$ cat src/rtl/core/graph_bfs_dfs_traversal_core_defines.svh
// ----------------------------------------------------------------------------
// Assertion macros for the graph traversal core
// Concurrent assertion wrappers clocked on clk; compiled out under ASSERT_OFF.
// ----------------------------------------------------------------------------
`ifndef GRAPH_BFS_DFS_TRAVERSAL_CORE_DEFINES_SVH
`define GRAPH_BFS_DFS_TRAVERSAL_CORE_DEFINES_SVH

`ifndef ASSERT_OFF
// Checked outside reset only
`define GBDT_ASSERT(lbl, prop) \
    lbl: assert property (@(posedge clk) disable iff (!rst_n) prop) \
        else $error("assertion failed");
// Checked at every edge, reset included
`define GBDT_ASSERT_ALWAYS(lbl, prop) \
    lbl: assert property (@(posedge clk) prop) \
        else $error("assertion failed");
`else
`define GBDT_ASSERT(lbl, prop)
`define GBDT_ASSERT_ALWAYS(lbl, prop)
`endif

`endif

$ cat src/rtl/core/gbdt_pkg.sv
// ----------------------------------------------------------------------------
// gbdt_pkg
// Shared types, constants and helper functions of the graph traversal core.
// ----------------------------------------------------------------------------
`timescale 1ns / 1ps

package gbdt_pkg;

    localparam int MAX_VERTICES = 64;
    localparam int VERT_W       = $clog2(MAX_VERTICES);
    localparam int PTR_W        = $clog2(MAX_VERTICES + 1);
    localparam int CNT_W        = 7;
    localparam int ROW_W        = MAX_VERTICES;

    typedef enum logic [1:0] {
        REQ_CLEAR = 2'd0,
        REQ_ADD   = 2'd1,
        REQ_BFS   = 2'd2,
        REQ_DFS   = 2'd3
    } req_t;

    typedef enum logic [3:0] {
        ST_IDLE,
        ST_ADD_WR,
        ST_B_POP,
        ST_B_U,
        ST_B_EXP,
        ST_B_ENQ,
        ST_D_TOP,
        ST_D_U,
        ST_D_EVAL,
        ST_FLUSH
    } state_t;

    typedef struct packed {
        logic              clear;
        logic              rd_en;
        logic [VERT_W-1:0] rd_addr;
        logic              wr_en;
        logic [VERT_W-1:0] wr_addr;
        logic [ROW_W-1:0]  wr_data;
    } adj_req_t;

    typedef struct packed {
        logic              valid;
        logic [VERT_W-1:0] vertex;
        logic              last;
        logic              error;
    } emit_t;

    // Cap the configured count at the array size
    function automatic logic [CNT_W-1:0] active_count(input logic [CNT_W-1:0] vc);
        return (vc > CNT_W'(MAX_VERTICES)) ? CNT_W'(MAX_VERTICES) : vc;
    endfunction

    // One bit per vertex below n
    function automatic logic [ROW_W-1:0] range_mask(input logic [CNT_W-1:0] n);
        logic [ROW_W-1:0] m;
        for (int j = 0; j < MAX_VERTICES; j++)
        begin
            m[j] = (CNT_W'(j) < n);
        end
        return m;
    endfunction

    // Index of the lowest set bit: isolate it, then OR the indices together
    function automatic logic [VERT_W-1:0] lowest_index(input logic [ROW_W-1:0] bits);
        logic [ROW_W-1:0]  iso;
        logic [VERT_W-1:0] idx;
        iso = bits & (~bits + ROW_W'(1));
        idx = '0;
        for (int j = 0; j < MAX_VERTICES; j++)
        begin
            if (iso[j])
            begin
                idx = idx | VERT_W'(j);
            end
        end
        return idx;
    endfunction

endpackage

$ cat src/rtl/core/gbdt_ram.sv
// ----------------------------------------------------------------------------
// gbdt_ram
// Generic single-write, single-read synchronous RAM with registered read.
// ----------------------------------------------------------------------------
`timescale 1ns / 1ps

module gbdt_ram #(
    parameter int WIDTH = 8,
    parameter int DEPTH = 64
) (
    input  logic                     clk,
    input  logic                     we,
    input  logic [$clog2(DEPTH)-1:0] waddr,
    input  logic [WIDTH-1:0]         wdata,
    input  logic                     re,
    input  logic [$clog2(DEPTH)-1:0] raddr,
    output logic [WIDTH-1:0]         rdata
);

    logic [WIDTH-1:0] mem_reg [DEPTH];
    logic [WIDTH-1:0] rdata_reg;

    always_ff @(posedge clk)
    begin
        if (we)
        begin
            mem_reg[waddr] <= wdata;
        end
        if (re)
        begin
            rdata_reg <= mem_reg[raddr];
        end
    end

    assign rdata = rdata_reg;

endmodule

$ cat src/rtl/core/gbdt_adj_store.sv
// ----------------------------------------------------------------------------
// gbdt_adj_store
// Adjacency matrix: one row per source vertex, with per-row valid bits so
// that a clear takes effect at once.
// ----------------------------------------------------------------------------
`timescale 1ns / 1ps

module gbdt_adj_store (
    input  logic                         clk,
    input  logic                         rst_n,
    input  gbdt_pkg::adj_req_t           adj_req,
    output logic [gbdt_pkg::ROW_W-1:0]   row
);

    import gbdt_pkg::*;

    logic [MAX_VERTICES-1:0] row_valid_reg;
    logic [MAX_VERTICES-1:0] row_valid_next;
    logic                    hit_reg;
    logic [ROW_W-1:0]        ram_rdata;

    gbdt_ram #(
        .WIDTH (ROW_W),
        .DEPTH (MAX_VERTICES)
    ) u_adj_ram (
        .clk   (clk),
        .we    (adj_req.wr_en),
        .waddr (adj_req.wr_addr),
        .wdata (adj_req.wr_data),
        .re    (adj_req.rd_en),
        .raddr (adj_req.rd_addr),
        .rdata (ram_rdata)
    );

    always_comb
    begin
        row_valid_next = row_valid_reg;
        if (adj_req.clear)
        begin
            row_valid_next = '0;
        end
        else if (adj_req.wr_en)
        begin
            row_valid_next[adj_req.wr_addr] = 1'b1;
        end
    end

    always_ff @(posedge clk or negedge rst_n)
    begin
        if (!rst_n)
        begin
            row_valid_reg <= '0;
            hit_reg       <= 1'b0;
        end
        else
        begin
            row_valid_reg <= row_valid_next;
            if (adj_req.rd_en)
            begin
                hit_reg <= row_valid_reg[adj_req.rd_addr];
            end
        end
    end

    // A row never written since the last clear reads as empty
    assign row = hit_reg ? ram_rdata : '0;

endmodule

$ cat config.mk
export PLATFORM = sky130hd
export DESIGN_NAME = gbdt_adj_store
export DESIGN_NICKNAME = d
export VERILOG_FILES = /design/src/rtl/core/graph_bfs_dfs_traversal_core_defines.svh /design/src/rtl/core/gbdt_pkg.sv /design/src/rtl/core/gbdt_ram.sv /design/src/rtl/core/gbdt_adj_store.sv
export SDC_FILE = /design/constraint.sdc
export NUM_CORES = 2
export LEC_CHECK = 0
export BUFFER_PORTS_ARGS = -buffer_cell sky130_fd_sc_hd__buf_2
export CAP_MARGIN = 20
export CORE_ASPECT_RATIO = 0.9
export CORE_UTILIZATION = 40
export CTS_BUF_LIST = sky130_fd_sc_hd__clkbuf_8
export DETAILED_ROUTE_END_ITERATION = 8
export GPL_TIMING_DRIVEN = 1
export SYNTH_ARGS = -nofsm -noshare
export SYNTH_HDL_FRONTEND = slang
export SYNTH_SLANG_ARGS = --single-unit
$ cat constraint.sdc
create_clock -name clk -period 1.67 [get_ports clk]
set_clock_uncertainty 0.05 [all_clocks]
set_input_delay 0 -clock clk [delete_from_list [all_inputs] [get_ports clk]]
set_output_delay 0 -clock clk [all_outputs]
set_load 0.005 [all_outputs]
==> results.md <==
- Count of TritonRoute iterations in the first routing pass: 8
- Count of flip-flops with a built-in enable after synthesis: between 4000 and 5000
- Detailed placement HPWL: ~300000 um
- Clock buffer count from CTS: between 600 and 700
- Detailed-route wire length per cell: 34.12 um
- Clock-pin slew on the worst setup and hold paths: approximately 60 ps
- Remaining antenna violation count after routing: 0
- Final number of hold-violating endpoints: 0
- Worst r2r path cells: 5
- Clock H-tree levels: 6
- Routability congestion estimate: just over 0.8
- Slew at the pin closest to its max-slew limit: 1160 ps
- Area of all placed cells without fillers: roughly 0.20 mm2
- Layout cells sized above 1: 41.76%
- Synthesis-stage register bit count: approximately 4200
- Die width: between 600 and 700 um
- Synth cell types: 30
- Area taken by flip-flops and latches: 0.1266 mm2
- Kind of capture point of the worst setup path: output pin
- Final worst setup slack: -814.2 ps
- Sequential-to-total area share from yosys stat: approximately four fifths
- Achievable clock frequency: ~400 MHz
- Run status: finished with violations
- Arrival time worst endpoint: 2430 ps
- Clock net sink count: around 4200
- Pleak: around 64 nW
- Flip-flop cell with the highest count after synthesis: sky130_fd_sc_hd__edfxtp_1
- Global-route wire length before repair: around 650000 um
- Share of synthesized flip-flops with an asynchronous set or reset: 1.538%
- Growth of design area from synthesis to finish: 23.19%
- I/O Buffers: roughly 140
- Fin Hold WS: 5.573 ps
- Final setup violating endpoints: approximately 860
- Part of the cycle the worst path needs: 148.8%
- Setup Total Neg Slack: -135640 ps
- Initial DRC Count: between 10000 and 15000
- Biggest area contributors in the synthesized netlist: sky130_fd_sc_hd__edfxtp_1 (78%), sky130_fd_sc_hd__mux4_2 (18%), sky130_fd_sc_hd__dfrtp_1 (1.0%), sky130_fd_sc_hd__a22oi_1 (0.62%), sky130_fd_sc_hd__clkbuf_1 (0.48%)
- Failing checks: DRC, setup timing
- Mean cell area of the mapped netlist: between 20 and 30 um2
- Worst reg-to-reg setup slack: -520 ps
- Antenna violations before repair: 19
- Clock tree from TritonCTS: built
- Die footprint: 0.4023 mm2
- Layout net count: slightly above 8000
- Via count of the first global-routing pass: ~82000
- Max-cap violation count: 0
- Biggest area consumer among synthesized cells: sky130_fd_sc_hd__edfxtp_1
- Combined area of the multi-input logic cells: between 0.03 and 0.04 mm2
- Worst vdd ir: slightly below 900 uV
- Class of the tightest hold or removal check: in2reg
- Clock tree root driver cell: sky130_fd_sc_hd__clkbuf_8
- Number of filler cells placed in the layout: approximately 31000
- DR vias: just over 80000
- Unrepaired setup endpoints after global routing: yes
- Area share of the leading cell type in the synthesized netlist: 78.13%
- Critical path start-end classification: reg2out
- Placed Instance Area: about 0.18 mm2
- Largest register FFs: between 4000 and 5000
- Area of the placeable core: 0.3965 mm2
- Number of instances in the synthesized netlist: 6382
- FP Rows: 219
- Synth cell count leaders: sky130_fd_sc_hd__edfxtp_1 (4160), sky130_fd_sc_hd__mux4_2 (1289), sky130_fd_sc_hd__clkbuf_1 (206)
- Startpoint kind of the worst setup timing path: register
- Maximum number of pins on one net before global-route repair: 65
- Startpoint of the most critical setup path: hit_reg
- Endpoint of the lowest-slack register-to-register path: u_adj_ram.rdata[5]
- GR Util All Layers: about a quarter
- Starting utilization of the core area: between 40 and 50%
- Post-route minimum period: 2484 ps
- Slew Limit Headroom: between 20 and 25%
- Clk_lat worst skew: between 1000 and 1500 ps
- Floorplan die height: between 600 and 700 um
- Worst R2R Start: u_adj_ram.mem_reg[44][5]
- Synthesized cell area: between 0.15 and 0.2 mm2
- Highest net fanout along the worst path: 8
- Number of top-level pins: 145
- Leftover overflow at the end of global routing: 0
- Maximum count of clock buffers along a single path: 4
- Total Power Consumption: between 200 and 250 mW
- Drt drc: 28
- Avg Vias per Cell: ~6
- Crit path required time: roughly 1600 ps
- Pwr/cell area: about 1100 mW/mm2
- Final slew viol count: 0
- Wire length after detailed routing: 476800 um
- Cell with the most instances after synthesis: sky130_fd_sc_hd__edfxtp_1
- Endpoint of the worst setup timing path: row[62]
- Hold Path Stages: 8
- Number of warnings reported in the yosys synthesis log: 0
- Total nets after synthesis: 6463
==> where the power goes <==
| part | leakage (nW) | switching, mW | internal, mW | total [mW] |
|---|---|---|---|---|
| sequential | 38.4 | 0.336 | 117 | 118 |
| combinational | 19.0 | 6.79 | 6.22 | 13.0 |
| clock | 6.61 | 40.9 | 38.9 | 79.9 |
==> cell usage in the layout, fill, tap and decap left out, types with 60 or more instances in the layout <==
master	count
sky130_fd_sc_hd__clkinv_1	171
sky130_fd_sc_hd__a22oi_2	91
sky130_fd_sc_hd__buf_12	559
sky130_fd_sc_hd__dlygate4sd3_1	185
sky130_fd_sc_hd__inv_1	181
sky130_fd_sc_hd__buf_2	97
sky130_fd_sc_hd__mux4_2	1289
sky130_fd_sc_hd__clkbuf_8	654
sky130_fd_sc_hd__nor2_1	127
sky130_fd_sc_hd__dfrtp_1	64
sky130_fd_sc_hd__buf_4	583
sky130_fd_sc_hd__edfxtp_1	4160
sky130_fd_sc_hd__nor2_4	60
==> cells by family (layout without fill, tap and decap cells) <==
kind of cell,count (synthesis),after routing,synth area share (%)
and+or+nand+nor,360,360,0.9899
muxes,1309,1309,18.28
DFF,4225,4225,79.14
buffers and inverters,344,2628,0.9132
AOI/OAI and AO/OA,144,144,0.6722
other,0,6,0
==> critical path, stage by stage (launching register included) <==
cell                      delay, ps
sky130_fd_sc_hd__dfrtp_4        500
sky130_fd_sc_hd__buf_8          150
sky130_fd_sc_hd__buf_12         150
sky130_fd_sc_hd__buf_12         140
sky130_fd_sc_hd__and2_4         130
sky130_fd_sc_hd__buf_6          110
==> per-layer routing <==
| metal | vias to the layer above | track usage, % | wire [um] |
|---|---|---|---|
| met1 | 44630 | 33.68 | 192200 |
| met3 | 738 | 4.661 | 47230 |
| met2 | 4765 | 36.31 | 224600 |
| met4 | 4 | 6.201 | 12720 |
| li1 | 31550 | - | - |
| met5 | - | 0 | 65 |
==> worst min path at each step <==
stage	endpoint	start
2_1_floorplan	hit_reg	rst_n
3_3_place_gp	row_valid_reg[29]	rst_n
3_5_place_dp	row_valid_reg[24]	rst_n
4_1_cts	u_adj_ram.rdata[31]	adj_req[73]
5_1_grt	u_adj_ram.rdata[6]	adj_req[73]
6_report	u_adj_ram.rdata[1]	adj_req[73]
==> through the flow <==
stage	worst slack (ps)	std cells	util, %
6_report	-814.2	13980	49.68
5_1_grt	-874.7	13970	49.68
4_1_cts	-962.2	13950	49.52
3_5_place_dp	-1217	12620	45.85
3_3_place_gp	-1169	12620	45.85
2_1_floorplan	-1493	6382	-
==> cell type report <==
class | count | share of cell area (%)
Multi-Input combinational cell | 1813 | 16.81
Tap cell | 5304 | 3.369
Sequential cell | 4225 | 64.25
Clock inverter | 474 | 1.354
Antenna cell | 6 | 0.007623
Timing Repair Buffer | 1498 | 9.632
Clock buffer | 654 | 4.570
Inverter | 2 | 0.003811
==> repair_timing <==
action,4_1_cts,5_1_grt
resized for setup,177,81
endpoints found under the hold margin,8450,2336
cloned,2,6
pin swaps,82,25
hold buffers,195,9
endpoints found under the setup margin,129,2728
buffers inserted,8,14
Note: power is estimated with default switching activity, not from simulation.
