$ cat src/rtl/core/graph_bfs_dfs_traversal_core_defines.svh
// ----------------------------------------------------------------------------
// Assertion macros for the graph traversal core
// Concurrent assertion wrappers clocked on clk; compiled out under ASSERT_OFF.
// ----------------------------------------------------------------------------
`ifndef GRAPH_BFS_DFS_TRAVERSAL_CORE_DEFINES_SVH
`define GRAPH_BFS_DFS_TRAVERSAL_CORE_DEFINES_SVH

`ifndef ASSERT_OFF
// Checked outside reset only
`define GBDT_ASSERT(lbl, prop) \
    lbl: assert property (@(posedge clk) disable iff (!rst_n) prop) \
        else $error("assertion failed");
// Checked at every edge, reset included
`define GBDT_ASSERT_ALWAYS(lbl, prop) \
    lbl: assert property (@(posedge clk) prop) \
        else $error("assertion failed");
`else
`define GBDT_ASSERT(lbl, prop)
`define GBDT_ASSERT_ALWAYS(lbl, prop)
`endif

`endif

$ cat src/rtl/core/gbdt_pkg.sv
// ----------------------------------------------------------------------------
// gbdt_pkg
// Shared types, constants and helper functions of the graph traversal core.
// ----------------------------------------------------------------------------
`timescale 1ns / 1ps

package gbdt_pkg;

    localparam int MAX_VERTICES = 64;
    localparam int VERT_W       = $clog2(MAX_VERTICES);
    localparam int PTR_W        = $clog2(MAX_VERTICES + 1);
    localparam int CNT_W        = 7;
    localparam int ROW_W        = MAX_VERTICES;

    typedef enum logic [1:0] {
        REQ_CLEAR = 2'd0,
        REQ_ADD   = 2'd1,
        REQ_BFS   = 2'd2,
        REQ_DFS   = 2'd3
    } req_t;

    typedef enum logic [3:0] {
        ST_IDLE,
        ST_ADD_WR,
        ST_B_POP,
        ST_B_U,
        ST_B_EXP,
        ST_B_ENQ,
        ST_D_TOP,
        ST_D_U,
        ST_D_EVAL,
        ST_FLUSH
    } state_t;

    typedef struct packed {
        logic              clear;
        logic              rd_en;
        logic [VERT_W-1:0] rd_addr;
        logic              wr_en;
        logic [VERT_W-1:0] wr_addr;
        logic [ROW_W-1:0]  wr_data;
    } adj_req_t;

    typedef struct packed {
        logic              valid;
        logic [VERT_W-1:0] vertex;
        logic              last;
        logic              error;
    } emit_t;

    // Cap the configured count at the array size
    function automatic logic [CNT_W-1:0] active_count(input logic [CNT_W-1:0] vc);
        return (vc > CNT_W'(MAX_VERTICES)) ? CNT_W'(MAX_VERTICES) : vc;
    endfunction

    // One bit per vertex below n
    function automatic logic [ROW_W-1:0] range_mask(input logic [CNT_W-1:0] n);
        logic [ROW_W-1:0] m;
        for (int j = 0; j < MAX_VERTICES; j++)
        begin
            m[j] = (CNT_W'(j) < n);
        end
        return m;
    endfunction

    // Index of the lowest set bit: isolate it, then OR the indices together
    function automatic logic [VERT_W-1:0] lowest_index(input logic [ROW_W-1:0] bits);
        logic [ROW_W-1:0]  iso;
        logic [VERT_W-1:0] idx;
        iso = bits & (~bits + ROW_W'(1));
        idx = '0;
        for (int j = 0; j < MAX_VERTICES; j++)
        begin
            if (iso[j])
            begin
                idx = idx | VERT_W'(j);
            end
        end
        return idx;
    endfunction

endpackage

$ cat src/rtl/core/gbdt_ram.sv
// ----------------------------------------------------------------------------
// gbdt_ram
// Generic single-write, single-read synchronous RAM with registered read.
// ----------------------------------------------------------------------------
`timescale 1ns / 1ps

module gbdt_ram #(
    parameter int WIDTH = 8,
    parameter int DEPTH = 64
) (
    input  logic                     clk,
    input  logic                     we,
    input  logic [$clog2(DEPTH)-1:0] waddr,
    input  logic [WIDTH-1:0]         wdata,
    input  logic                     re,
    input  logic [$clog2(DEPTH)-1:0] raddr,
    output logic [WIDTH-1:0]         rdata
);

    logic [WIDTH-1:0] mem_reg [DEPTH];
    logic [WIDTH-1:0] rdata_reg;

    always_ff @(posedge clk)
    begin
        if (we)
        begin
            mem_reg[waddr] <= wdata;
        end
        if (re)
        begin
            rdata_reg <= mem_reg[raddr];
        end
    end

    assign rdata = rdata_reg;

endmodule

$ cat src/rtl/core/gbdt_seq.sv
// ----------------------------------------------------------------------------
// gbdt_seq
// Request sequencer: edge updates, BFS queue and DFS stack walks over the
// adjacency store, with one pending result held back to mark the last.
// ----------------------------------------------------------------------------
`timescale 1ns / 1ps
`include "graph_bfs_dfs_traversal_core_defines.svh"

module gbdt_seq (
    input  logic                          clk,
    input  logic                          rst_n,
    input  logic                          in_valid,
    output logic                          in_ready,
    input  logic [1:0]                    req_type,
    input  logic [gbdt_pkg::VERT_W-1:0]   from_vertex,
    input  logic [gbdt_pkg::VERT_W-1:0]   to_vertex,
    input  logic [gbdt_pkg::VERT_W-1:0]   start_vertex,
    input  logic [gbdt_pkg::CNT_W-1:0]    vertex_count,
    output gbdt_pkg::adj_req_t            adj_req,
    input  logic [gbdt_pkg::ROW_W-1:0]    adj_row,
    output gbdt_pkg::emit_t               emit,
    input  logic                          out_slot_free
);

    import gbdt_pkg::*;

    state_t              state_reg,    state_next;
    logic [PTR_W-1:0]    head_reg,     head_next;
    logic [PTR_W-1:0]    tail_reg,     tail_next;
    logic [ROW_W-1:0]    visited_reg,  visited_next;
    logic [ROW_W-1:0]    cand_reg,     cand_next;
    logic [VERT_W-1:0]   u_reg,        u_next;
    logic [VERT_W-1:0]   to_reg,       to_next;
    logic [VERT_W-1:0]   pend_vtx_reg, pend_vtx_next;
    logic                pend_valid_reg, pend_valid_next;
    logic                pend_err_reg,   pend_err_next;

    logic                wl_we;
    logic [VERT_W-1:0]   wl_waddr;
    logic [VERT_W-1:0]   wl_wdata;
    logic                wl_re;
    logic [VERT_W-1:0]   wl_raddr;
    logic [VERT_W-1:0]   wl_rdata;

    logic [CNT_W-1:0]    n;
    logic [ROW_W-1:0]    live;
    logic [ROW_W-1:0]    pick_src;
    logic [VERT_W-1:0]   pick;
    logic [ROW_W-1:0]    pick_bit;
    logic [PTR_W-1:0]    tail_dec;
    logic                emit_ok;

    gbdt_ram #(
        .WIDTH (VERT_W),
        .DEPTH (MAX_VERTICES)
    ) u_work_list (
        .clk   (clk),
        .we    (wl_we),
        .waddr (wl_waddr),
        .wdata (wl_wdata),
        .re    (wl_re),
        .raddr (wl_raddr),
        .rdata (wl_rdata)
    );

    assign n        = active_count(vertex_count);
    assign live     = adj_row & range_mask(n) & ~visited_reg;
    assign pick_src = (state_reg == ST_D_EVAL) ? live : cand_reg;
    assign pick     = lowest_index(pick_src);
    assign pick_bit = ROW_W'(1) << pick;
    assign tail_dec = tail_reg - PTR_W'(1);
    // a held-back result may only move on when the output stage can take it
    assign emit_ok  = !pend_valid_reg || out_slot_free;

    always_comb
    begin
        state_next      = state_reg;
        head_next       = head_reg;
        tail_next       = tail_reg;
        visited_next    = visited_reg;
        cand_next       = cand_reg;
        u_next          = u_reg;
        to_next         = to_reg;
        pend_vtx_next   = pend_vtx_reg;
        pend_valid_next = pend_valid_reg;
        pend_err_next   = pend_err_reg;
        in_ready        = 1'b0;
        adj_req         = '0;
        emit            = '0;
        wl_we           = 1'b0;
        wl_waddr        = '0;
        wl_wdata        = '0;
        wl_re           = 1'b0;
        wl_raddr        = '0;

        unique case (state_reg)
            ST_IDLE:
            begin
                in_ready = 1'b1;
                if (in_valid)
                begin
                    unique case (req_t'(req_type))
                        REQ_CLEAR:
                        begin
                            adj_req.clear = 1'b1;
                        end
                        REQ_ADD:
                        begin
                            if ((CNT_W'(from_vertex) < n) && (CNT_W'(to_vertex) < n))
                            begin
                                adj_req.rd_en   = 1'b1;
                                adj_req.rd_addr = from_vertex;
                                u_next          = from_vertex;
                                to_next         = to_vertex;
                                state_next      = ST_ADD_WR;
                            end
                        end
                        REQ_BFS, REQ_DFS:
                        begin
                            if (CNT_W'(start_vertex) >= n)
                            begin
                                pend_vtx_next   = '0;
                                pend_valid_next = 1'b1;
                                pend_err_next   = 1'b1;
                                state_next      = ST_FLUSH;
                            end
                            else
                            begin
                                visited_next  = ROW_W'(1) << start_vertex;
                                wl_we         = 1'b1;
                                wl_waddr      = '0;
                                wl_wdata      = start_vertex;
                                head_next     = '0;
                                tail_next     = PTR_W'(1);
                                pend_err_next = 1'b0;
                                if (req_t'(req_type) == REQ_BFS)
                                begin
                                    state_next = ST_B_POP;
                                end
                                else
                                begin
                                    // DFS reports the start vertex before any walk
                                    pend_vtx_next   = start_vertex;
                                    pend_valid_next = 1'b1;
                                    state_next      = ST_D_TOP;
                                end
                            end
                        end
                    endcase
                end
            end

            ST_ADD_WR:
            begin
                adj_req.wr_en   = 1'b1;
                adj_req.wr_addr = u_reg;
                adj_req.wr_data = adj_row | (ROW_W'(1) << to_reg);
                state_next      = ST_IDLE;
            end

            ST_B_POP:
            begin
                if (head_reg == tail_reg)
                begin
                    state_next = ST_FLUSH;
                end
                else
                begin
                    wl_re      = 1'b1;
                    wl_raddr   = head_reg[VERT_W-1:0];
                    head_next  = head_reg + PTR_W'(1);
                    state_next = ST_B_U;
                end
            end

            ST_B_U:
            begin
                if (emit_ok)
                begin
                    emit.valid      = pend_valid_reg;
                    emit.vertex     = pend_vtx_reg;
                    pend_vtx_next   = wl_rdata;
                    pend_valid_next = 1'b1;
                    u_next          = wl_rdata;
                    adj_req.rd_en   = 1'b1;
                    adj_req.rd_addr = wl_rdata;
                    state_next      = ST_B_EXP;
                end
            end

            ST_B_EXP:
            begin
                cand_next  = live;
                state_next = ST_B_ENQ;
            end

            ST_B_ENQ:
            begin
                if (cand_reg == '0)
                begin
                    state_next = ST_B_POP;
                end
                else
                begin
                    visited_next = visited_reg | pick_bit;
                    cand_next    = cand_reg & ~pick_bit;
                    if (tail_reg < PTR_W'(MAX_VERTICES))
                    begin
                        wl_we     = 1'b1;
                        wl_waddr  = tail_reg[VERT_W-1:0];
                        wl_wdata  = pick;
                        tail_next = tail_reg + PTR_W'(1);
                    end
                end
            end

            ST_D_TOP:
            begin
                if (tail_reg == '0)
                begin
                    state_next = ST_FLUSH;
                end
                else
                begin
                    wl_re      = 1'b1;
                    wl_raddr   = tail_dec[VERT_W-1:0];
                    state_next = ST_D_U;
                end
            end

            ST_D_U:
            begin
                u_next          = wl_rdata;
                adj_req.rd_en   = 1'b1;
                adj_req.rd_addr = wl_rdata;
                state_next      = ST_D_EVAL;
            end

            ST_D_EVAL:
            begin
                if (live == '0)
                begin
                    tail_next  = tail_dec;
                    state_next = ST_D_TOP;
                end
                else if (emit_ok)
                begin
                    emit.valid      = pend_valid_reg;
                    emit.vertex     = pend_vtx_reg;
                    pend_vtx_next   = pick;
                    pend_valid_next = 1'b1;
                    visited_next    = visited_reg | pick_bit;
                    if (tail_reg < PTR_W'(MAX_VERTICES))
                    begin
                        // descend: the new vertex is the top, fetch its row
                        wl_we           = 1'b1;
                        wl_waddr        = tail_reg[VERT_W-1:0];
                        wl_wdata        = pick;
                        tail_next       = tail_reg + PTR_W'(1);
                        u_next          = pick;
                        adj_req.rd_en   = 1'b1;
                        adj_req.rd_addr = pick;
                    end
                end
            end

            ST_FLUSH:
            begin
                if (out_slot_free)
                begin
                    emit.valid      = 1'b1;
                    emit.vertex     = pend_vtx_reg;
                    emit.last       = 1'b1;
                    emit.error      = pend_err_reg;
                    pend_valid_next = 1'b0;
                    state_next      = ST_IDLE;
                end
            end

            default:
            begin
                state_next = ST_IDLE;
            end
        endcase
    end

    always_ff @(posedge clk or negedge rst_n)
    begin
        if (!rst_n)
        begin
            state_reg      <= ST_IDLE;
            head_reg       <= '0;
            tail_reg       <= '0;
            visited_reg    <= '0;
            pend_valid_reg <= 1'b0;
            pend_err_reg   <= 1'b0;
        end
        else
        begin
            state_reg      <= state_next;
            head_reg       <= head_next;
            tail_reg       <= tail_next;
            visited_reg    <= visited_next;
            pend_valid_reg <= pend_valid_next;
            pend_err_reg   <= pend_err_next;
        end
    end

    always_ff @(posedge clk)
    begin
        cand_reg     <= cand_next;
        u_reg        <= u_next;
        to_reg       <= to_next;
        pend_vtx_reg <= pend_vtx_next;
    end

    `GBDT_ASSERT(a_idle_no_pending, (state_reg == ST_IDLE) |-> !pend_valid_reg)
    `GBDT_ASSERT(a_list_bounds, (head_reg <= tail_reg) && (tail_reg <= PTR_W'(MAX_VERTICES)))
    `GBDT_ASSERT(a_push_unvisited, (wl_we && (state_reg != ST_IDLE)) |-> !visited_reg[wl_wdata])
    `GBDT_ASSERT(a_emit_not_last_mid_walk, (emit.valid && (state_reg != ST_FLUSH)) |=> pend_valid_reg)

endmodule

$ cat config.mk
export PLATFORM = sky130hd
export DESIGN_NAME = gbdt_seq
export DESIGN_NICKNAME = d
export VERILOG_FILES = /design/src/rtl/core/gbdt_pkg.sv /design/src/rtl/core/gbdt_ram.sv /design/src/rtl/core/gbdt_seq.sv
export VERILOG_INCLUDE_DIRS = /design/src /design/src/rtl/core
export SDC_FILE = /design/constraint.sdc
export NUM_CORES = 1
export LEC_CHECK = 0
export BUFFER_PORTS_ARGS = -buffer_cell sky130_fd_sc_hd__buf_2
export CORE_MARGIN = 3
export CORE_UTILIZATION = 25
export DETAILED_ROUTE_END_ITERATION = 8
export PLACE_DENSITY_LB_ADDON = 0.05
export SLEW_MARGIN = 20
export SYNTH_ARGS = -nofsm -noshare
export SYNTH_HDL_FRONTEND = slang
export SYNTH_HIERARCHICAL = 1
export SYNTH_SLANG_ARGS = --single-unit
$ cat constraint.sdc
create_clock -name clk -period 8.8 [get_ports clk]
set_input_delay 0.88 -clock clk [delete_from_list [all_inputs] [get_ports clk]]
set_output_delay 0.88 -clock clk [all_outputs]
set_load 0.02 [all_outputs]
==> results of run 1 <==
==> synthesized netlist by cell type, types with 17 or more instances <==
cell type / instances
sky130_fd_sc_hd__edfxtp_1: 472
sky130_fd_sc_hd__nor2_1: 297
sky130_fd_sc_hd__nand2_1: 256
sky130_fd_sc_hd__a21oi_1: 247
sky130_fd_sc_hd__o21ai_0: 121
sky130_fd_sc_hd__clkbuf_1: 103
sky130_fd_sc_hd__nor3_1: 88
sky130_fd_sc_hd__mux4_2: 87
sky130_fd_sc_hd__dfrtp_1: 84
sky130_fd_sc_hd__nand3_1: 75
sky130_fd_sc_hd__nand2b_1: 54
sky130_fd_sc_hd__o22ai_1: 47
sky130_fd_sc_hd__nor4_1: 45
sky130_fd_sc_hd__inv_1: 41
sky130_fd_sc_hd__nor2b_1: 41
sky130_fd_sc_hd__nand4_1: 39
sky130_fd_sc_hd__or3_1: 37
sky130_fd_sc_hd__buf_2: 31
sky130_fd_sc_hd__o21a_1: 25
sky130_fd_sc_hd__and2_1: 24
sky130_fd_sc_hd__a211oi_1: 21
sky130_fd_sc_hd__mux2i_1: 21
sky130_fd_sc_hd__ha_1: 20
sky130_fd_sc_hd__nand3b_1: 20
sky130_fd_sc_hd__buf_6: 18
sky130_fd_sc_hd__nor3b_1: 17
sky130_fd_sc_hd__o2111ai_1: 17
==> where the power goes <==
group | total [mW] | leakage (nW) | internal (mW) | switching (mW)
Clock | 2.98 | 1.15 | 1.73 | 1.25
Combinational | 2.62 | 5.40 | 0.778 | 1.84
Sequential | 3.41 | 5.49 | 3.18 | 0.237
Total | 9.01 | 12.0 | 5.68 | 3.33
==> layout make-up <==
cell class / instances / area (um^2)
Antenna cell: 5 / 12.5
Clock buffer: 85 / 1850
Clock inverter: 43 / 537
Fill cell: 12221 / 83600
Inverter: 41 / 154
Multi-Input combinational cell: 1956 / 13100
Sequential cell: 556 / 16300
Tap cell: 1600 / 2000
Timing Repair Buffer: 253 / 1490
==> placed cells by master (no fill, tap or decap), types with 54 or more instances in the layout <==
master	netlist	routed
sky130_fd_sc_hd__a21oi_1	247	247
sky130_fd_sc_hd__buf_2	31	183
sky130_fd_sc_hd__buf_4	6	67
sky130_fd_sc_hd__clkbuf_16	0	71
sky130_fd_sc_hd__dfrtp_1	84	84
sky130_fd_sc_hd__edfxtp_1	472	472
sky130_fd_sc_hd__mux4_2	87	87
sky130_fd_sc_hd__nand2_1	256	256
sky130_fd_sc_hd__nand2b_1	54	54
sky130_fd_sc_hd__nand3_1	75	75
sky130_fd_sc_hd__nor2_1	297	291
sky130_fd_sc_hd__nor3_1	88	86
sky130_fd_sc_hd__o21ai_0	121	112
==> how the worst min path moves through the flow <==
stage / startpoint / end
floorplan: pend_err_reg / pend_err_reg
global placement: pend_err_reg / pend_err_reg
detailed placement: pend_err_reg / pend_err_reg
CTS: rst_n / visited_reg[32]
global route: rst_n / visited_reg[32]
finish: rst_n / visited_reg[32]
==> metal layers <==
| layer | GRT usage | vias to the layer above | routed length, um |
|---|---|---|---|
| met5 | 0 | - | 30 |
| met3 | 0.0343 | 240 | 7350 |
| met2 | 0.379 | 995 | 69200 |
| met1 | 0.284 | 12814 | 60100 |
| met4 | 0.0964 | 6 | 6800 |
| li1 | - | 10837 | - |
==> logic make-up after synthesis <==
| kind of cell | share of synthesized area |
|---|---|
| XOR/XNOR | 0.00464 |
| buffers and inverters | 0.0342 |
| AND/OR/NAND/NOR | 0.191 |
| adder cells (fa/ha/maj) | 0.00828 |
| multiplexers | 0.0808 |
| flip-flops | 0.539 |
| AO/OA/AOI/OAI | 0.143 |
==> results.md, run 1 <==
* Max Cap Violations at 0
* Instance count of the mapped netlist at ~2,700
* Number of nets in the final layout at about 3,000
* Setup TNS at 0 ps
* Detail-routed via count per cell at about 5.5
* Fraction of the cycle the final worst path needs at 0.848
* Required time of the worst setup path at between 7000 and 8000 ps
* Launch point of the worst reg-to-reg path: state_reg[1]
* Crit Path Max Fanout at 53
* Worst reg2reg setup slack at ~2200 ps
* Critical path data arrival time at ~6600 ps
* Final-report max-slew violation count at 0
* Share of async-settable or async-resettable flops after synthesis at 0.151
* Final setup violation count at 0
* Dominant delay contributor by cell family on the critical path: simple AND/OR/NAND/NOR gates
* Io pins at about 180
* Hold-fix buffers at CTS at 0
* Global route total overflow at 0
* Crit path capture: adj_req[72]
* Post-place instance area at about 33,000 um^2
* Resize count post-CTS at 0
* Number of hold violations in the final report at 0
* Number of enable-type register cells in the synthesized netlist at approximately 470
* Per-cell routed wire length at 31.6 um
* Utilization after layout at 0.297
* Largest cells by area after synthesis: sky130_fd_sc_hd__edfxtp_1 (47%), sky130_fd_sc_hd__dfrtp_1 (7.0%), sky130_fd_sc_hd__mux4_2 (6.5%)
* Number of buffers created by CTS at 71
* Launching element type of the critical path: flip-flop
* Placed Cells at about 4,400
* Overall routed net length at approximately 140 mm
* Post-CTS setup buffer count at 0
* All-Layer GR Usage at 0.224
* Setup repair after global routing missed its margin: false
* Post-DP HPWL at 108 mm
* Cell at the root of the clock tree: sky130_fd_sc_hd__clkbuf_16
* Pin count of the biggest net entering global routing at 100
* Worst supply voltage drop on vdd at roughly 150 uV
* Post-Syn Nets at ~2,800
* Result of the run: completed
* Fraction of layout cells with a size suffix above 1 at 0.187
* Sequence of cells on the critical path: or4b_4, buf_4, nor3_1, or4_1, nor2_2, nand4_1, nor3_1, or4_4, or4_1, a222oi_1, inv_1, buf_2
* Crit Path Category: reg -> out
* Flip-flop count of the largest register after layout at ~380
* Main flop type after synthesis: sky130_fd_sc_hd__edfxtp_1
* Smallest hold slack at around 160 ps
* Row count at 126
* IO Port Bufs at roughly 180
* Number of nets with antenna violations after detailed routing at 0
* Critical path launch point: state_reg[1]
* Library cell with the largest summed area after synthesis: sky130_fd_sc_hd__edfxtp_1
* Slowest Stage Delay on Critical Path at roughly 940 ps
* Initial antenna violation count at 9
* Synth Warn # at 6
* Clock slew seen by the registers of the worst setup and hold paths at approximately 60 ps
* Summed instance area of the synthesized netlist at between 30,000 and 40,000 um^2
* Crit-path slowest cell: sky130_fd_sc_hd__or4b_4
* Wire length of the first global-routing pass at between 200 and 250 mm
* Reported leakage power at around 12 nW
* Highest Clock Rate at 0.134 GHz
* Number of clock sinks at ~560
* Top cell type's share of synthesized area at 0.469
* Flip-flop and latch count after synthesis at 556
* Number of global-route vias before repair at approximately 25,000
* Final weighted congestion in routability-driven placement at between 0.9 and 1
* Power density of the placed cells at approximately 250 nW/um^2
* Starting Density at 0.254
* TritonCTS clock tree: yes
* Insertion delay to the later sink of the worst-skew pair at 670 ps
* Die extent in y at about 350 um
* DRC violations left at 0
* Reg-to-reg critical path endpoint: u_work_list/mem_reg[4][1]
* Element type at the critical path end: output port
* Post-route insts no fill at roughly 4,500
* Floorplan die width at approximately 350 um
* Sequential element share of the synthesized area at 0.539
* Critical Path Stages at 12
* Area of the core region at 119,000 um^2
* Iteration count of the initial detailed-routing pass at 6
* Worst-margin pin slew at 1200 ps
* Buffers and inverters on the worst path at 3
* Number of distinct library cells after synthesis at roughly 110
* Depth of the worst register-to-register path at 12
* Final setup skew at 48.2 ps
* Deepest level of the CTS H-tree at 3
* Starting DRT DRC Count at 2,501
* Worst Setup Slack, final at 1340 ps
* Tightest Hold Check Type: in -> async
* Vias at roughly 25,000
* Bufs on Longest Clock Path at 3
* Mean instance size in the synthesized netlist at between 10 and 15 um^2
* Time the worst path needs with I/O delays and setup at between 7000 and 8000 ps
* Pre-CTS setup slack at 1010 ps
* Total power consumption of the routed design at around 9.0 mW
* Normalized max-slew margin at 0.190
* Area of the die at 125,000 um^2
* Layout overhead on the synthesized area at 17.2%
* Design area at around 35,000 um^2
(Power assumes the default switching activity.)
==> run 2: changes to the inputs <==
==> constraint.sdc (replaced) <==
create_clock -name clk -period 6.3 [get_ports clk]
set_input_delay 0.63 -clock clk [delete_from_list [all_inputs] [get_ports clk]]
set_output_delay 0.63 -clock clk [all_outputs]
set_load 0.02 [all_outputs]
==> run 2 against run 1 <==
Compared with the run above: sequential share of layout area is 2.3 points lower; via count up 2.7%; cell count is 4.8% higher; final area is 5.2% higher; largest cell class unchanged.
==> results.md, run 2 (synthesis gave the netlist of run 1 again) <==
* Result of the run: completed
* Pre-CTS setup slack at ~250 ps
* Die extent in y at 354 um
* Setup TNS at 0 ps
* Deepest level of the CTS H-tree at 3
* Number of buffers created by CTS at 71
* Slowest Stage Delay on Critical Path at 1010 ps
* Crit-path slowest cell: sky130_fd_sc_hd__or4b_2
* Normalized max-slew margin at 0.225
* Wire length of the first global-routing pass at 203 mm
* Highest Clock Rate at roughly 0.16 GHz
* Register Area at between 15,000 and 20,000 um^2
* Number of global-route vias before repair at approximately 25,000
* Post-route insts no fill at 4,758
* Flip-flop count of the largest register after layout at around 380
* Reported leakage power at between 10 and 15 nW
* Switching Share at 0.369
* Clock slew seen by the registers of the worst setup and hold paths at ~60 ps
* Post-place instance area at approximately 35,000 um^2
* Launching element type of the critical path: flip-flop
* DRC violations left at 0
* Post-DP HPWL at ~110 mm
* Crit Path Category: reg -> out
* Number of nets with antenna violations after detailed routing at 0
* IO Port Bufs at approximately 180
* Bufs on Longest Clock Path at 3
* Commonest cells after routing, fill and taps aside: sky130_fd_sc_hd__edfxtp_1 (472), sky130_fd_sc_hd__nor2_1 (294), sky130_fd_sc_hd__buf_4 (268)
* Iteration count of the initial detailed-routing pass at 6
* Overall routed net length at between 100 and 150 mm
* Initial antenna violation count at 4
* FILL cells at approximately 12,000
* Number of hold violations in the final report at 0
* Design internal power at between 7 and 8 mW
* Critical path data arrival time at roughly 5600 ps
* Net switching power at between 4 and 5 mW
* Starting DRT DRC Count at 2,684
* Row count at approximately 130
* Final setup skew at 29.7 ps
* Tightest Hold Check Type: in -> reg
* Io pins at 184
* Sequential power share at 0.380
* TritonCTS clock tree: yes
* Ant diodes at 0
* Global route total overflow at 0
* Element type at the critical path end: output port
* Final-report max-slew violation count at 0
* Number of nets in the final layout at roughly 3,200
* Time the worst path needs with I/O delays and setup at around 6200 ps
* Area taken by multi-input logic gates at 13,100 um^2
* Cell count of the worst hold path at 1
* Layout overhead on the synthesized area at 23.2%
* Combinational cell fraction of total power at 0.309
* Area of the die at about 130,000 um^2
* Final setup violation count at 0
* Post-CTS setup buffer count at 0
* Worst Setup Slack, final at between 70 and 80 ps
* Clk pwr share at 0.311
* Fraction of layout cells with a size suffix above 1 at 0.242
* Power density of the placed cells at between 300 and 400 nW/um^2
* Cell at the root of the clock tree: sky130_fd_sc_hd__clkbuf_16
* Max Cap Violations at 0
* Starting Density at 0.254
* Setup repair after global routing missed its margin: false
* Required time of the worst setup path at 5670 ps
* Design area at approximately 37,000 um^2
* Area of the core region at 119,000 um^2
* Floorplan die width at approximately 350 um
* Most frequent standard cell in the layout excluding fill and tap cells: sky130_fd_sc_hd__edfxtp_1
* Placed Cells at around 4,600
* All-Layer GR Usage at 0.227
* Crit Path Max Fanout at 15
* Per-cell routed wire length at between 30 and 40 um
* Number of clock sinks at between 500 and 600
* Detail-routed via count per cell at roughly 5.4
* Worst-margin pin slew at about 1200 ps
* Final weighted congestion in routability-driven placement at approximately 0.96
* Fraction of the cycle the final worst path needs at 0.989
* Depth of the worst register-to-register path at 14
* Vias at between 20,000 and 30,000
* Worst supply voltage drop on vdd at 199 uV
* Insertion delay to the later sink of the worst-skew pair at around 650 ps
* Sequence of cells on the critical path: or4b_2, nand2_1, o21ai_0, or4_1, buf_4, nor4_1, a31oi_1, buf_4, o311ai_1, nor2_1, and4_1, o21ai_0, buf_2
* Pin count of the biggest net entering global routing at slightly above 80
run 2: what timing repair did:
item / 4_1_cts / 5_1_grt
cloned: 0 / 2
endpoints found under the setup margin: 4 / 6
hold buffers: 1 / 0
gates resized for setup: 5 / 7
hold endpoints to repair: 1 / 0
pin swaps: 0 / 1
run 2: metal layers:
metal	share of wire	GRT usage	up-vias
li1	-	-	11294
met1	0.42	0.292	13015
met2	0.48	0.384	1020
met3	0.049	0.0294	227
met4	0.047	0.0937	0
met5	0	0	-
run 2: area by class of cell:
class	instances	share of cell area
clock buffer	92	0.0504
clock inverter	33	0.00824
inverter	41	0.00413
multi-input combinational	1958	0.353
sequential	556	0.437
tap	1600	0.0538
timing repair buffer	478	0.0933
run 2: worst paths after layout:
check,start,to,slack (ps)
worst min register to register,pend_err_reg,pend_err_reg,470
worst min-delay path,to_vertex[1],to_reg[1],190
worst max register to register,state_reg[2],visited_reg[0],720
max in group asynchronous,rst_n,head_reg[6],4490
worst max-delay path,state_reg[2],adj_req[71],70
min in group asynchronous,rst_n,visited_reg[41],540
run 2: power by group through the flow:
stage | registers [mW] | clock network (mW) | logic [mW]
after global routing | 4.80 | 4.19 | 4.13
after floorplan | 4.68 | 0 | 2.21
after global placement | 4.82 | 0 | 3.86
after CTS | 4.75 | 4.06 | 3.86
final | 4.78 | 3.92 | 3.88
after detailed placement | 4.82 | 0 | 3.85
run 2: critical path, delay by kind of cell, from the launching register on:
kind | cells | cell delay (ps)
DFF | 1 | 500
and+or+nand+nor | 6 | 2890
AOI/OAI and AO/OA | 4 | 840
buffers and inverters | 3 | 700
run 2: stage by stage:
| stage | utilization | hold slack, ps | total power [mW] |
|---|---|---|---|
| after floorplan | - | 334 | 6.89 |
| after global placement | 0.293 | 456 | 8.68 |
| after detailed placement | 0.294 | 462 | 8.66 |
| after CTS | 0.312 | 141 | 12.7 |
| after global routing | 0.313 | 159 | 13.1 |
| final | 0.313 | 187 | 12.6 |
